**src/tmac_pkg.sv**
```systemverilog
// Package for the moving-average temperature converter.
// Holds the shared widths, constants, register indexes and queue item type.
// No dependencies.
`timescale 1ns / 1ps

package tmac_pkg;

    localparam int WINDOW_LEN = 5;
    localparam int ADC_BITS   = 12;
    localparam int REG_BITS   = 12;
    localparam int FILL_W     = $clog2(WINDOW_LEN + 1);
    localparam int SUM_W      = ADC_BITS + $clog2(WINDOW_LEN);

    // The window mean is formed as (sum * AVG_RECIP) >> AVG_SHIFT, which is exact
    // for every sum below WINDOW_LEN * 2**ADC_BITS.
    localparam int AVG_SHIFT  = SUM_W + 3;
    localparam int AVG_RECIP  = (2 ** AVG_SHIFT + WINDOW_LEN - 1) / WINDOW_LEN;
    localparam int RECIP_W    = AVG_SHIFT - 1;

    // Fixed-point conversion: 880 = 55 * 16, 1584 = 55 * 1.8 * 16,
    // 480 = 30 * 16 and 1376 = (30 * 1.8 + 32) * 16.
    localparam int SCALE_C    = 880;
    localparam int SCALE_F    = 1584;
    localparam int OFFSET_C   = 480;
    localparam int OFFSET_F   = 1376;

    // Numerator |d| * SCALE_F + |s| / 2 fits in NUM_W bits.
    localparam int NUM_W      = 23;
    localparam int RES_W      = NUM_W + 2;
    localparam int CNT_W      = $clog2(NUM_W);
    localparam int TEMP_W     = 16;

    localparam int CFG_IDX_W  = 2;
    localparam logic [CFG_IDX_W-1:0] CFG_CAL_30C = CFG_IDX_W'(0);
    localparam logic [CFG_IDX_W-1:0] CFG_CAL_85C = CFG_IDX_W'(1);

    localparam int QUEUE_DEPTH = 2;
    localparam int QPTR_W      = $clog2(QUEUE_DEPTH);
    localparam int QCNT_W      = $clog2(QUEUE_DEPTH + 1);

    // One classified sample handed from the front to the back.
    typedef struct packed {
        logic [SUM_W-1:0] sum;
        logic             full;
    } tmac_item_t;

    typedef enum logic [2:0] {
        ST_IDLE,
        ST_AVG,
        ST_PREP,
        ST_MUL,
        ST_DIV,
        ST_DONE
    } tmac_state_t;

endpackage

```
**src/tmac_front.sv**
```systemverilog
// Front end: takes samples, keeps the sample window, running sum and fill count.
// Depends on tmac_pkg.
`timescale 1ns / 1ps

module tmac_front
    import tmac_pkg::*;
(
    input  logic                aclk,
    input  logic                aresetn,
    input  logic                s_valid,
    output logic                s_ready,
    input  logic [ADC_BITS-1:0] s_adc_sample,
    output logic                push,
    output tmac_item_t          push_item,
    input  logic                queue_full
);

    logic [ADC_BITS-1:0] win_reg [WINDOW_LEN];
    logic [SUM_W-1:0]    sum_reg;
    logic [SUM_W-1:0]    sum_next;
    logic [FILL_W-1:0]   fill_reg;
    logic [FILL_W-1:0]   fill_next;

    assign s_ready = !queue_full;
    assign push    = s_valid && s_ready;

    // The oldest sample leaves the sum as the new one enters it.
    assign sum_next  = sum_reg + SUM_W'(s_adc_sample) - SUM_W'(win_reg[WINDOW_LEN-1]);
    assign fill_next = (fill_reg < FILL_W'(WINDOW_LEN)) ? fill_reg + FILL_W'(1) : fill_reg;

    assign push_item.sum  = sum_next;
    assign push_item.full = (fill_next == FILL_W'(WINDOW_LEN));

    always_ff @(posedge aclk) begin
        if (!aresetn) begin
            sum_reg  <= '0;
            fill_reg <= '0;
            for (int i = 0; i < WINDOW_LEN; i++) begin
                win_reg[i] <= '0;
            end
        end else if (push) begin
            sum_reg    <= sum_next;
            fill_reg   <= fill_next;
            win_reg[0] <= s_adc_sample;
            for (int i = 1; i < WINDOW_LEN; i++) begin
                win_reg[i] <= win_reg[i-1];
            end
        end
    end

endmodule

```
**src/tmac_queue.sv**
```systemverilog
// Short queue between the front end and the conversion back end.
// Depends on tmac_pkg.
`timescale 1ns / 1ps

module tmac_queue
    import tmac_pkg::*;
(
    input  logic       aclk,
    input  logic       aresetn,
    input  logic       push,
    input  tmac_item_t push_item,
    output logic       full,
    input  logic       pop,
    output tmac_item_t pop_item,
    output logic       not_empty
);

    tmac_item_t        mem_reg [QUEUE_DEPTH];
    logic [QPTR_W-1:0] wr_ptr_reg;
    logic [QPTR_W-1:0] rd_ptr_reg;
    logic [QCNT_W-1:0] cnt_reg;
    logic              do_push;
    logic              do_pop;

    assign full      = (cnt_reg == QCNT_W'(QUEUE_DEPTH));
    assign not_empty = (cnt_reg != '0);
    assign do_push   = push && !full;
    assign do_pop    = pop && not_empty;
    assign pop_item  = mem_reg[rd_ptr_reg];

    always_ff @(posedge aclk) begin
        if (do_push) begin
            mem_reg[wr_ptr_reg] <= push_item;
        end
    end

    always_ff @(posedge aclk) begin
        if (!aresetn) begin
            wr_ptr_reg <= '0;
            rd_ptr_reg <= '0;
            cnt_reg    <= '0;
        end else begin
            if (do_push) begin
                wr_ptr_reg <= wr_ptr_reg + QPTR_W'(1);
            end
            if (do_pop) begin
                rd_ptr_reg <= rd_ptr_reg + QPTR_W'(1);
            end
            cnt_reg <= cnt_reg + QCNT_W'(do_push) - QCNT_W'(do_pop);
        end
    end

    a_cnt_bound: assert property (@(posedge aclk) disable iff (!aresetn)
        cnt_reg <= QCNT_W'(QUEUE_DEPTH))
        else $error("queue count beyond depth");

    a_push_counts: assert property (@(posedge aclk) disable iff (!aresetn)
        (do_push && !do_pop) |=> (cnt_reg == $past(cnt_reg) + QCNT_W'(1)))
        else $error("queue push lost");

    a_no_push_full: assert property (@(posedge aclk) disable iff (!aresetn)
        full |-> !do_push)
        else $error("push into full queue");

endmodule

```
**src/tmac_back.sv**
```systemverilog
// Back end: mean of the window, two-point calibration by iterative division,
// Fahrenheit conversion, saturation and the output register. Depends on tmac_pkg.
`timescale 1ns / 1ps

module tmac_back
    import tmac_pkg::*;
(
    input  logic                       aclk,
    input  logic                       aresetn,
    input  logic                       item_avail,
    input  tmac_item_t                 item,
    output logic                       pop,
    input  logic [REG_BITS-1:0]        cal_30c,
    input  logic [REG_BITS-1:0]        cal_85c,
    output logic                       m_valid,
    input  logic                       m_ready,
    output logic [ADC_BITS-1:0]        m_avg_raw,
    output logic signed [TEMP_W-1:0]   m_temp_c_q4,
    output logic signed [TEMP_W-1:0]   m_temp_f_q4,
    output logic                       m_avg_valid,
    output logic                       m_cal_error
);

    tmac_state_t state_reg, state_next;

    logic [SUM_W-1:0]    sum_reg;
    logic                full_reg;
    logic [ADC_BITS-1:0] avg_reg;
    logic [REG_BITS-1:0] mag_d_reg;
    logic [REG_BITS-1:0] mag_s_reg;
    logic                neg_reg;
    logic                err_reg;
    logic [NUM_W-1:0]    num_c_reg;
    logic [NUM_W-1:0]    num_f_reg;
    logic [REG_BITS-1:0] rem_c_reg;
    logic [REG_BITS-1:0] rem_f_reg;
    logic [CNT_W-1:0]    cnt_reg;

    logic                         out_valid_reg;
    logic [ADC_BITS-1:0]          out_avg_reg;
    logic signed [TEMP_W-1:0]     out_c_reg;
    logic signed [TEMP_W-1:0]     out_f_reg;
    logic                         out_full_reg;
    logic                         out_err_reg;

    logic [SUM_W+RECIP_W-1:0] avg_prod;
    logic signed [REG_BITS:0] diff_d;
    logic signed [REG_BITS:0] diff_s;
    logic [NUM_W-1:0]         half_s;
    logic [NUM_W-1:0]         num_c_step;
    logic [NUM_W-1:0]         num_f_step;
    logic [REG_BITS-1:0]      rem_c_step;
    logic [REG_BITS-1:0]      rem_f_step;
    logic signed [TEMP_W-1:0] temp_c;
    logic signed [TEMP_W-1:0] temp_f;
    logic                     out_free;
    logic                     load_out;

    // One restoring division step: shifts in the next numerator bit and
    // appends one quotient bit.
    function automatic logic [REG_BITS+NUM_W-1:0] div_step(
        input logic [REG_BITS-1:0] rem,
        input logic [NUM_W-1:0]    num,
        input logic [REG_BITS-1:0] den
    );
        logic [REG_BITS:0] trial;
        logic              take;
        logic [REG_BITS:0] diff;
        trial = {rem, num[NUM_W-1]};
        take  = (trial >= {1'b0, den});
        diff  = trial - {1'b0, den};
        div_step = {take ? diff[REG_BITS-1:0] : trial[REG_BITS-1:0],
                    num[NUM_W-2:0], take};
    endfunction

    // Applies the sign, adds the offset and clips to the 16-bit range.
    function automatic logic signed [TEMP_W-1:0] finish(
        input logic [NUM_W-1:0] q,
        input logic             neg,
        input int               offset
    );
        logic signed [RES_W-1:0] mag;
        logic signed [RES_W-1:0] val;
        mag = $signed({2'b00, q});
        val = (neg ? -mag : mag) + RES_W'(offset);
        if (val > RES_W'(2 ** (TEMP_W - 1) - 1)) begin
            finish = {1'b0, {(TEMP_W-1){1'b1}}};
        end else if (val < -$signed(RES_W'(2 ** (TEMP_W - 1)))) begin
            finish = {1'b1, {(TEMP_W-1){1'b0}}};
        end else begin
            finish = val[TEMP_W-1:0];
        end
    endfunction

    assign avg_prod = SUM_W'(sum_reg) * RECIP_W'(AVG_RECIP);
    assign diff_d   = $signed({1'b0, avg_reg}) - $signed({1'b0, cal_30c});
    assign diff_s   = $signed({1'b0, cal_85c}) - $signed({1'b0, cal_30c});
    assign half_s   = NUM_W'(mag_s_reg >> 1);

    assign {rem_c_step, num_c_step} = div_step(rem_c_reg, num_c_reg, mag_s_reg);
    assign {rem_f_step, num_f_step} = div_step(rem_f_reg, num_f_reg, mag_s_reg);

    assign temp_c = err_reg ? '0 : finish(num_c_reg, neg_reg, OFFSET_C);
    assign temp_f = err_reg ? '0 : finish(num_f_reg, neg_reg, OFFSET_F);

    assign out_free = !out_valid_reg || m_ready;

    always_comb begin
        state_next = state_reg;
        pop        = 1'b0;
        load_out   = 1'b0;
        unique case (state_reg)
            ST_IDLE: begin
                if (item_avail) begin
                    pop        = 1'b1;
                    state_next = ST_AVG;
                end
            end
            ST_AVG:  state_next = ST_PREP;
            ST_PREP: state_next = (cal_30c == cal_85c) ? ST_DONE : ST_MUL;
            ST_MUL:  state_next = ST_DIV;
            ST_DIV: begin
                if (cnt_reg == CNT_W'(NUM_W - 1)) begin
                    state_next = ST_DONE;
                end
            end
            ST_DONE: begin
                if (out_free) begin
                    load_out   = 1'b1;
                    state_next = ST_IDLE;
                end
            end
            default: state_next = ST_IDLE;
        endcase
    end

    always_ff @(posedge aclk) begin
        if (!aresetn) begin
            state_reg <= ST_IDLE;
        end else begin
            state_reg <= state_next;
        end
    end

    always_ff @(posedge aclk) begin
        unique case (state_reg)
            ST_IDLE: begin
                sum_reg  <= item.sum;
                full_reg <= item.full;
            end
            ST_AVG: begin
                avg_reg <= full_reg ? avg_prod[AVG_SHIFT +: ADC_BITS] : '0;
            end
            ST_PREP: begin
                mag_d_reg <= diff_d[REG_BITS] ? REG_BITS'(-diff_d) : diff_d[REG_BITS-1:0];
                mag_s_reg <= diff_s[REG_BITS] ? REG_BITS'(-diff_s) : diff_s[REG_BITS-1:0];
                neg_reg   <= diff_d[REG_BITS] ^ diff_s[REG_BITS];
                err_reg   <= (cal_30c == cal_85c);
            end
            ST_MUL: begin
                num_c_reg <= NUM_W'(mag_d_reg) * NUM_W'(SCALE_C) + half_s;
                num_f_reg <= NUM_W'(mag_d_reg) * NUM_W'(SCALE_F) + half_s;
                rem_c_reg <= '0;
                rem_f_reg <= '0;
                cnt_reg   <= '0;
            end
            ST_DIV: begin
                num_c_reg <= num_c_step;
                num_f_reg <= num_f_step;
                rem_c_reg <= rem_c_step;
                rem_f_reg <= rem_f_step;
                cnt_reg   <= cnt_reg + CNT_W'(1);
            end
            ST_DONE: begin
            end
            default: begin
            end
        endcase
    end

    always_ff @(posedge aclk) begin
        if (!aresetn) begin
            out_valid_reg <= 1'b0;
        end else if (load_out) begin
            out_valid_reg <= 1'b1;
        end else if (m_ready) begin
            out_valid_reg <= 1'b0;
        end
    end

    always_ff @(posedge aclk) begin
        if (load_out) begin
            out_avg_reg  <= avg_reg;
            out_c_reg    <= temp_c;
            out_f_reg    <= temp_f;
            out_full_reg <= full_reg;
            out_err_reg  <= err_reg;
        end
    end

    assign m_valid     = out_valid_reg;
    assign m_avg_raw   = out_avg_reg;
    assign m_temp_c_q4 = out_c_reg;
    assign m_temp_f_q4 = out_f_reg;
    assign m_avg_valid = out_full_reg;
    assign m_cal_error = out_err_reg;

    a_err_zero: assert property (@(posedge aclk) disable iff (!aresetn)
        (out_valid_reg && out_err_reg) |-> (out_c_reg == '0 && out_f_reg == '0))
        else $error("calibration error with nonzero temperature");

    a_partial_zero: assert property (@(posedge aclk) disable iff (!aresetn)
        (out_valid_reg && !out_full_reg) |-> (out_avg_reg == '0))
        else $error("mean reported before window full");

    a_pop_idle: assert property (@(posedge aclk) disable iff (!aresetn)
        pop |=> (state_reg == ST_AVG))
        else $error("item taken outside idle");

    a_div_count: assert property (@(posedge aclk) disable iff (!aresetn)
        (state_reg == ST_DIV) |-> (cnt_reg < CNT_W'(NUM_W)))
        else $error("division count overrun");

endmodule

```
**src/temp_moving_average_convert_core.sv**
```systemverilog
// Top level of the moving-average temperature converter.
// Depends on tmac_pkg, tmac_front, tmac_queue and tmac_back.
`timescale 1ns / 1ps

// Each accepted sample gives exactly one result transaction: the truncated mean of
// the last five samples (zero, with m_avg_valid low, until five have arrived) and
// the calibrated Celsius and Fahrenheit readings in signed sixteenths of a degree,
// saturated to 16 bits. Equal calibration points raise m_cal_error and force both
// temperatures to zero. The back end divides by the calibration span in two parallel
// restoring dividers, Celsius and Fahrenheit, one quotient bit a cycle each, and
// takes the next sample only once the last result is in the output register. With
// equal calibration points the dividers are skipped. A two-entry queue behind the
// input lets samples be taken while a result waits on m_ready.
// Calibration registers are written through cfg_we, cfg_index and cfg_data and
// must only change while no sample is in flight.

module temp_moving_average_convert_core
    import tmac_pkg::*;
(
    input  logic                      aclk,
    input  logic                      aresetn,
    input  logic                      s_valid,
    output logic                      s_ready,
    input  logic [ADC_BITS-1:0]       s_adc_sample,
    output logic                      m_valid,
    input  logic                      m_ready,
    output logic [ADC_BITS-1:0]       m_avg_raw,
    output logic signed [TEMP_W-1:0]  m_temp_c_q4,
    output logic signed [TEMP_W-1:0]  m_temp_f_q4,
    output logic                      m_avg_valid,
    output logic                      m_cal_error,
    input  logic                      cfg_we,
    input  logic [CFG_IDX_W-1:0]      cfg_index,
    input  logic [REG_BITS-1:0]       cfg_data
);

    logic [REG_BITS-1:0] cal_30c_reg;
    logic [REG_BITS-1:0] cal_85c_reg;

    logic       push;
    tmac_item_t push_item;
    logic       queue_full;
    logic       pop;
    tmac_item_t pop_item;
    logic       queue_avail;

    always_ff @(posedge aclk) begin
        if (!aresetn) begin
            cal_30c_reg <= '0;
            cal_85c_reg <= '1;
        end else if (cfg_we) begin
            unique case (cfg_index)
                CFG_CAL_30C: cal_30c_reg <= cfg_data;
                CFG_CAL_85C: cal_85c_reg <= cfg_data;
                default: begin
                end
            endcase
        end
    end

    tmac_front u_front (
        .aclk         (aclk),
        .aresetn      (aresetn),
        .s_valid      (s_valid),
        .s_ready      (s_ready),
        .s_adc_sample (s_adc_sample),
        .push         (push),
        .push_item    (push_item),
        .queue_full   (queue_full)
    );

    tmac_queue u_queue (
        .aclk      (aclk),
        .aresetn   (aresetn),
        .push      (push),
        .push_item (push_item),
        .full      (queue_full),
        .pop       (pop),
        .pop_item  (pop_item),
        .not_empty (queue_avail)
    );

    tmac_back u_back (
        .aclk        (aclk),
        .aresetn     (aresetn),
        .item_avail  (queue_avail),
        .item        (pop_item),
        .pop         (pop),
        .cal_30c     (cal_30c_reg),
        .cal_85c     (cal_85c_reg),
        .m_valid     (m_valid),
        .m_ready     (m_ready),
        .m_avg_raw   (m_avg_raw),
        .m_temp_c_q4 (m_temp_c_q4),
        .m_temp_f_q4 (m_temp_f_q4),
        .m_avg_valid (m_avg_valid),
        .m_cal_error (m_cal_error)
    );

endmodule

```
**config.mk**
```make
export PLATFORM = sky130hd
export DESIGN_NAME = temp_moving_average_convert_core
export DESIGN_NICKNAME = d
export VERILOG_FILES = /design/src/tmac_pkg.sv /design/src/tmac_front.sv /design/src/tmac_queue.sv /design/src/tmac_back.sv /design/src/temp_moving_average_convert_core.sv
export SDC_FILE = /design/constraint.sdc
export NUM_CORES = 1
export LEC_CHECK = 0
export BUFFER_PORTS_ARGS = -buffer_cell sky130_fd_sc_hd__buf_2
export CORE_ASPECT_RATIO = 0.6
export CORE_MARGIN = 3
export CORE_UTILIZATION = 50
export CTS_BUF_LIST = sky130_fd_sc_hd__clkbuf_4
export CTS_CLUSTER_DIAMETER = 80
export DETAILED_ROUTE_END_ITERATION = 10
export GPL_ROUTABILITY_DRIVEN = 1
export PLACE_DENSITY = 0.66
export SLEW_MARGIN = 5
export SYNTH_ARGS = -nofsm -noshare
export SYNTH_HDL_FRONTEND = slang
export SYNTH_SLANG_ARGS = --single-unit
```
**constraint.sdc**
```tcl
create_clock -name aclk -period 9.84 [get_ports aclk]
set_input_delay 2.46 -clock aclk [delete_from_list [all_inputs] [get_ports aclk]]
set_output_delay 2.46 -clock aclk [all_outputs]
set_load 0.05 [all_outputs]
```
======== After elaboration in Yosys (flattened, before gate mapping) ========
Memories as Yosys holds them, arrays and structs flattened. A register that Yosys moved wholly into a read port is not among the register bits.
Cells that the tools add are included.
word-level totals
  bits in registers ....................... 209
  memory bits (writable) .................. 92
  logic and storage cells ................. 131
  memories kept ........................... 2
memories
  memory           depth  bits a word  read ports  clocked after memory_dff  write ports  RTL line          text
  u_front.win_reg  5      12           5           0                         5            tmac_front.sv:18  logic [ADC_BITS-1:0] win_reg [WINDOW_LEN];
  u_queue.mem_reg  2      16           1           1                         1            tmac_queue.sv:18  tmac_item_t mem_reg [QUEUE_DEPTH];
cells by class
  add/subtract/negate cells ............... 20
  multiply operators ...................... 3
  $lt $le $gt $ge ......................... 7
  equality and inequality tests ........... 13
  multiplexer cells ....................... 38
  bitwise gates (word level) .............. 6
  reductions and logical operators ........ 16
operators by type and width
  kind                                                              number
  2-to-1 mux 12 bit                                                 9
  case mux 23 bit (2 select lines)                                  2
  greater-than comparator 25 x 16 -> 1 bit (second input constant)  2
  < comparator 25 x 16 -> 1 bit (second input constant)             2
  2-to-1 mux 25 bit                                                 2
  negation 23 -> 25 bit                                             2
  case mux 12 bit (2 select lines)                                  2
  2-to-1 mux 16 bit                                                 2
  multiplier 15 x 16 -> 30 bit (second input constant)              1
  2-to-1 mux 15 bit                                                 2
  >= comparator 13 x 12 -> 1 bit                                    2
  subtractor 12 x 12 -> 13 bit                                      2
  adder 25 x 10 -> 25 bit (second input constant)                   1
  adder 25 x 12 -> 25 bit (second input constant)                   1
  negation 12 bit                                                   2
  subtractor 12 bit                                                 2
  adder 22 x 11 -> 23 bit                                           1
  adder 23 x 11 -> 23 bit                                           1
  multiplier 12 x 7 -> 19 bit (second input constant)               1
  multiplier 12 x 6 -> 18 bit (second input constant)               1
  case mux 3 bit (6 select lines)                                   1
  adder 15 x 12 -> 15 bit                                           1
  2-to-1 mux 3 bit                                                  5
  subtractor 15 x 12 -> 15 bit                                      1
  28 further kinds                                                  55

======== Depth between registers and ports, before layout ========
  depth in word-level cells ............... 7
  mapped depth ............................ 23
  depth with buffers taken out ............ 23

======== Hierarchy ========
From an unflattened synthesis, not the netlist that was laid out.
unflattened totals
  cell total of the unflattened synthesis .. 2593
  area total of the unflattened synthesis .. 25918.6 um2
modules (own cells, without submodules)
  module                            instances  cells each  area each (um2)  sequential area each (um2)
  tmac_back                         1          2039        19337.3          5335.1
  tmac_front                        1          370         4076.4           2162.1
  tmac_queue                        1          77          1446.4           1061.0
  temp_moving_average_convert_core  1          107         1058.5           480.5

======== Worst setup path before layout ========
No wires, ideal clock.
  path type ............................... flip-flop to flip-flop
  start point ............................. register u_back.state_reg[0]
  end point ............................... register u_back.cnt_reg[0] (enable)
  library setup time ...................... 0.612 ns
  arrival time ............................ 5.956 ns
  required time ........................... 9.228 ns
  setup slack ............................. 3.272 ns
  cell stages (with the launch flop) ...... 4
  buffers on the path ..................... 1
  period minus slack after synthesis ...... 6.568 ns
  cells stage by stage .................... dfxtp_1 > clkbuf_1 > inv_1 > o21ai_0
between the ends
  longest elaborated chain between the ends .. 2
RTL lines
  element                                                  RTL line          text
  start: declaration                                       tmac_back.sv:24   tmac_state_t state_reg, state_next;
  start signal: assignment                                 tmac_back.sv:141  state_reg <= state_next;
  == test 3 x 2 -> 1 bit or == test 3 bit (tied branches)  tmac_back.sv:146  unique case (state_reg)
  nonzero test 2 bit (no line) *                           n/a
  end signal: assignment                                   tmac_back.sv:172  cnt_reg <= cnt_reg + CNT_W'(1);
  end: declaration                                         tmac_back.sv:37   logic [CNT_W-1:0] cnt_reg;
Mark *: on every way between the ends. The rest lies on a longest branch, timed or not.
A chain may end at the register's enable or synchronous reset.

======== Final worst setup path ========
  start point ............................. register u_back.sum_reg[9]
  end point ............................... register u_back.avg_reg[8] (data pin)
between the ends
  longest elaborated chain between the ends .. 1
RTL lines
  element                       RTL line          text
  start: declaration            tmac_back.sv:26   logic [SUM_W-1:0] sum_reg;
  start signal: assignment      tmac_back.sv:148  sum_reg <= item.sum;
  multiplier 15 x 16 -> 30 bit  tmac_back.sv:95   assign avg_prod = SUM_W'(sum_reg) * RECIP_W'(AVG_RECIP);
  end signal: assignment        tmac_back.sv:152  avg_reg <= full_reg ? avg_prod[AVG_SHIFT +: ADC_BITS] : '0;
  end: declaration              tmac_back.sv:28   logic [ADC_BITS-1:0] avg_reg;
Every way passes these cells.

==> metrics <==
share of cells above drive strength 1 10.6%; crit-path max FO 5; initial antenna violation count 1; worst slew pin tran 1.13 ns; PortBufs 78; largest net degree at the start of global routing 78; HPWL Detailed 50300 um; required time worst endpoint 10.28 ns; global-route wire length before repair 101000 um; CP endpoint kind flip-flop; H-tree Lvls 3; syn_area_per_cell 9.90 um2; Die Ht 181 um; syn_nets 3000; ys flop type edfxtp_1; number of global-route vias before repair 18200; total gr overflow 0; YS warnings 0; RR Startpoint u_back.sum_reg[9]$_DFFE_PN_; global-route usage over all layers 23.3%; fmax 158 MHz; first-pass detailed-route iteration total 6; cell area after synthesis 25600 um2; Worst-path clk slew 0.07 ns; post-synthesis register bit count 317; metal3 WL 6010 um; post-synthesis sequential area ratio 35.2%; Final TNS setup 0 ns; Area contributors post-synth edfxtp_1, ha_1, fa_1; Core Area 50000 um2; via count 19400; max FFs per register 60; total routed wirelength 63600 um; reg2reg path depth 21; CTS tree built; HP Start u_back.avg_reg[0]$_SDFFCE_PN0N_; Initial Utilization 51.2%; Ports 79; slew margin rel. 24.3%; nets 3084; die width 298 um; minimum clock period 6.35 ns; TritonCTS buffer count 76; Post-Syn Instances 2586; Worst Path Arrival 6.79 ns; final setup margin 3.49 ns; Skew-Pair Late Insertion Delay 0.78 ns; Root Driver clkbuf_4; Hold Path End u_back.m_avg_raw[0]$_DFFE_PP_; clk buf depth 3; Final Max Tran Viols 0; WS Path Type flip-flop to flip-flop; endpoints failing setup 0; Fin. Hold Viols 0; post-cts sizing count 0; outcome finished clean; top-area cell type share of the netlist area 31.3%; dpl ws 3.62 ns; Initial DRC Count 1612; Top Metal Used met5; WL met1 33300 um; Hold Path Cell Cnt 0; area grow syn2layout 7.79%; cts hold-fix bufs 0; CTS Sinks 317; detailed-route DRC error count 0; vias per cell 5.69; period utilization 64.5%; DR WL/cell 18.7 um; Cell Rows 63; FF-to-FF setup slack 3.49 ns; number of synthesized flops with an enable pin 267; area leader, netlist edfxtp_1; asr flop ratio synth 0%; unrepaired setup endpoints after global routing no; Post-DRT Antenna Nets 0; wire length on met2 23100 um; Routability Congestion 0.955; Hold Crit Class flip-flop to flip-flop; reg2reg end u_back.avg_reg[8]$_SDFFCE_PN0N_; Yosys cell types 101; die area 54000 um2; Max-cap violations 0; element type at the critical path start flip-flop; Worst Skew 0.0951 ns; setup repair bufs after CTS 0
worst max-delay path: stages, from the launching register on:
cell       delay [ns]
edfxtp_1         0.50
ha_1             0.37
fa_1             0.54
inv_1            0.10
fa_1             0.44
fa_1             0.51
inv_1            0.06
fa_1             0.53
inv_1            0.05
fa_1             0.52
inv_1            0.04
ha_1             0.34
a21o_1           0.20
a21oi_1          0.14
o21ai_0          0.10
a21oi_1          0.22
a2bb2oi_1        0.26
a21o_1           0.20
nor3b_1          0.26
nor2b_1          0.11
or3_1            0.32
and3_1           0.19
worst max path at each step:
| stage | start | cells past startpoint | end |
|---|---|---|---|
| 2_1_floorplan | u_back.state_reg[0]$_SDFFE_PN0P_ | 3 | u_back.cnt_reg[0]$_SDFFCE_PN0P_ |
| 3_3_place_gp | u_back.sum_reg[13]$_DFFE_PN_ | 23 | u_back.avg_reg[8]$_SDFFCE_PN0N_ |
| 3_5_place_dp | u_back.sum_reg[13]$_DFFE_PN_ | 23 | u_back.avg_reg[8]$_SDFFCE_PN0N_ |
| 4_1_cts | u_back.sum_reg[13]$_DFFE_PN_ | 23 | u_back.avg_reg[8]$_SDFFCE_PN0N_ |
| 5_1_grt | u_back.sum_reg[13]$_DFFE_PN_ | 23 | u_back.avg_reg[8]$_SDFFCE_PN0N_ |
| 6_report | u_back.sum_reg[9]$_DFFE_PN_ | 21 | u_back.avg_reg[8]$_SDFFCE_PN0N_ |
metrics by stage:
stage                     utilization (%)  cells  area, um2  hold slack [ns]
final                                55.2   3407      27600            0.449
after CTS                            55.2   3406      27600            0.452
after detailed placement             53.3   3274      26600            0.437
after global placement               53.3   3274      26600            0.438
after floorplan                         -   2586      25600            0.426
after global routing                 55.2   3407      27600            0.468
synthesized netlist by cell type (13+ instances only):
master	count
a211oi_1	17
and3_1	64
nand2_1	152
nor3_1	53
o21a_1	22
mux2_2	19
o31ai_1	25
edfxtp_1	267
o21ai_0	118
or3_1	28
nor2_1	156
nand2b_1	18
a21o_1	39
fa_1	113
or2_2	14
dfxtp_1	50
and2_1	20
a21oi_1	139
xnor2_1	135
o211ai_1	18
a31oi_1	13
nand3_1	70
clkbuf_1	62
inv_1	330
xor2_1	66
nand4_1	27
nor2b_1	32
nor4_1	16
ha_1	270
final cells by class:
cell class	instances	area, um2
Antenna cell	1	2.50
Clock buffer	104	781
Fill cell	4420	22400
Inverter	330	1240
Clock inverter	28	193
Tap cell	682	853
Timing Repair Buffer	92	495
Sequential cell	317	9020
Multi-Input combinational cell	1853	15000
layout by cell type (no fill, tap or decap), types with 10 or more instances in the layout:
master,synthesis,layout
nand2b_1,18,18
xnor2_1,135,135
fa_1,113,113
nand4_1,27,27
and3_1,64,64
or3_1,28,28
ha_1,270,270
inv_1,330,329
a31oi_1,13,13
edfxtp_1,267,267
nand2_1,152,151
nor3_1,53,51
o21a_1,22,22
buf_2,6,78
o31ai_1,25,25
a21o_1,39,39
nor4_1,16,16
nor2b_1,32,32
a211oi_1,17,17
dfxtp_1,50,50
a21oi_1,139,139
and2_1,20,20
o21bai_1,10,10
or4_1,10,10
o21ai_0,118,117
buf_4,1,14
o211ai_1,18,18
xor2_1,66,66
nor2_1,156,153
nand3_1,70,70
clkinv_1,0,17
or2_2,14,14
clkbuf_4,0,104
mux2_2,19,19
logic make-up after synthesis:
group	count (synthesis)	share of synthesized area (%)
AO/OA/AOI/OAI	522	13.7
XOR/XNOR	203	7.00
adder cells (fa/ha/maj)	383	22.0
buffers and inverters	416	6.31
flip-flops	317	35.2
multiplexers	29	1.23
AND/OR/NAND/NOR	716	14.5
metal layers:
metal  up-vias  global-route usage (%)
li1       9383                       -
met1      9249                    38.9
met2       663                    28.5
met3        72                    6.56
met4         4                    4.16
met5         -                    4.50
Power is left out: the tool's default activity adds up to more than one toggle a clock period on the data nets, which glitch-free logic cannot reach.
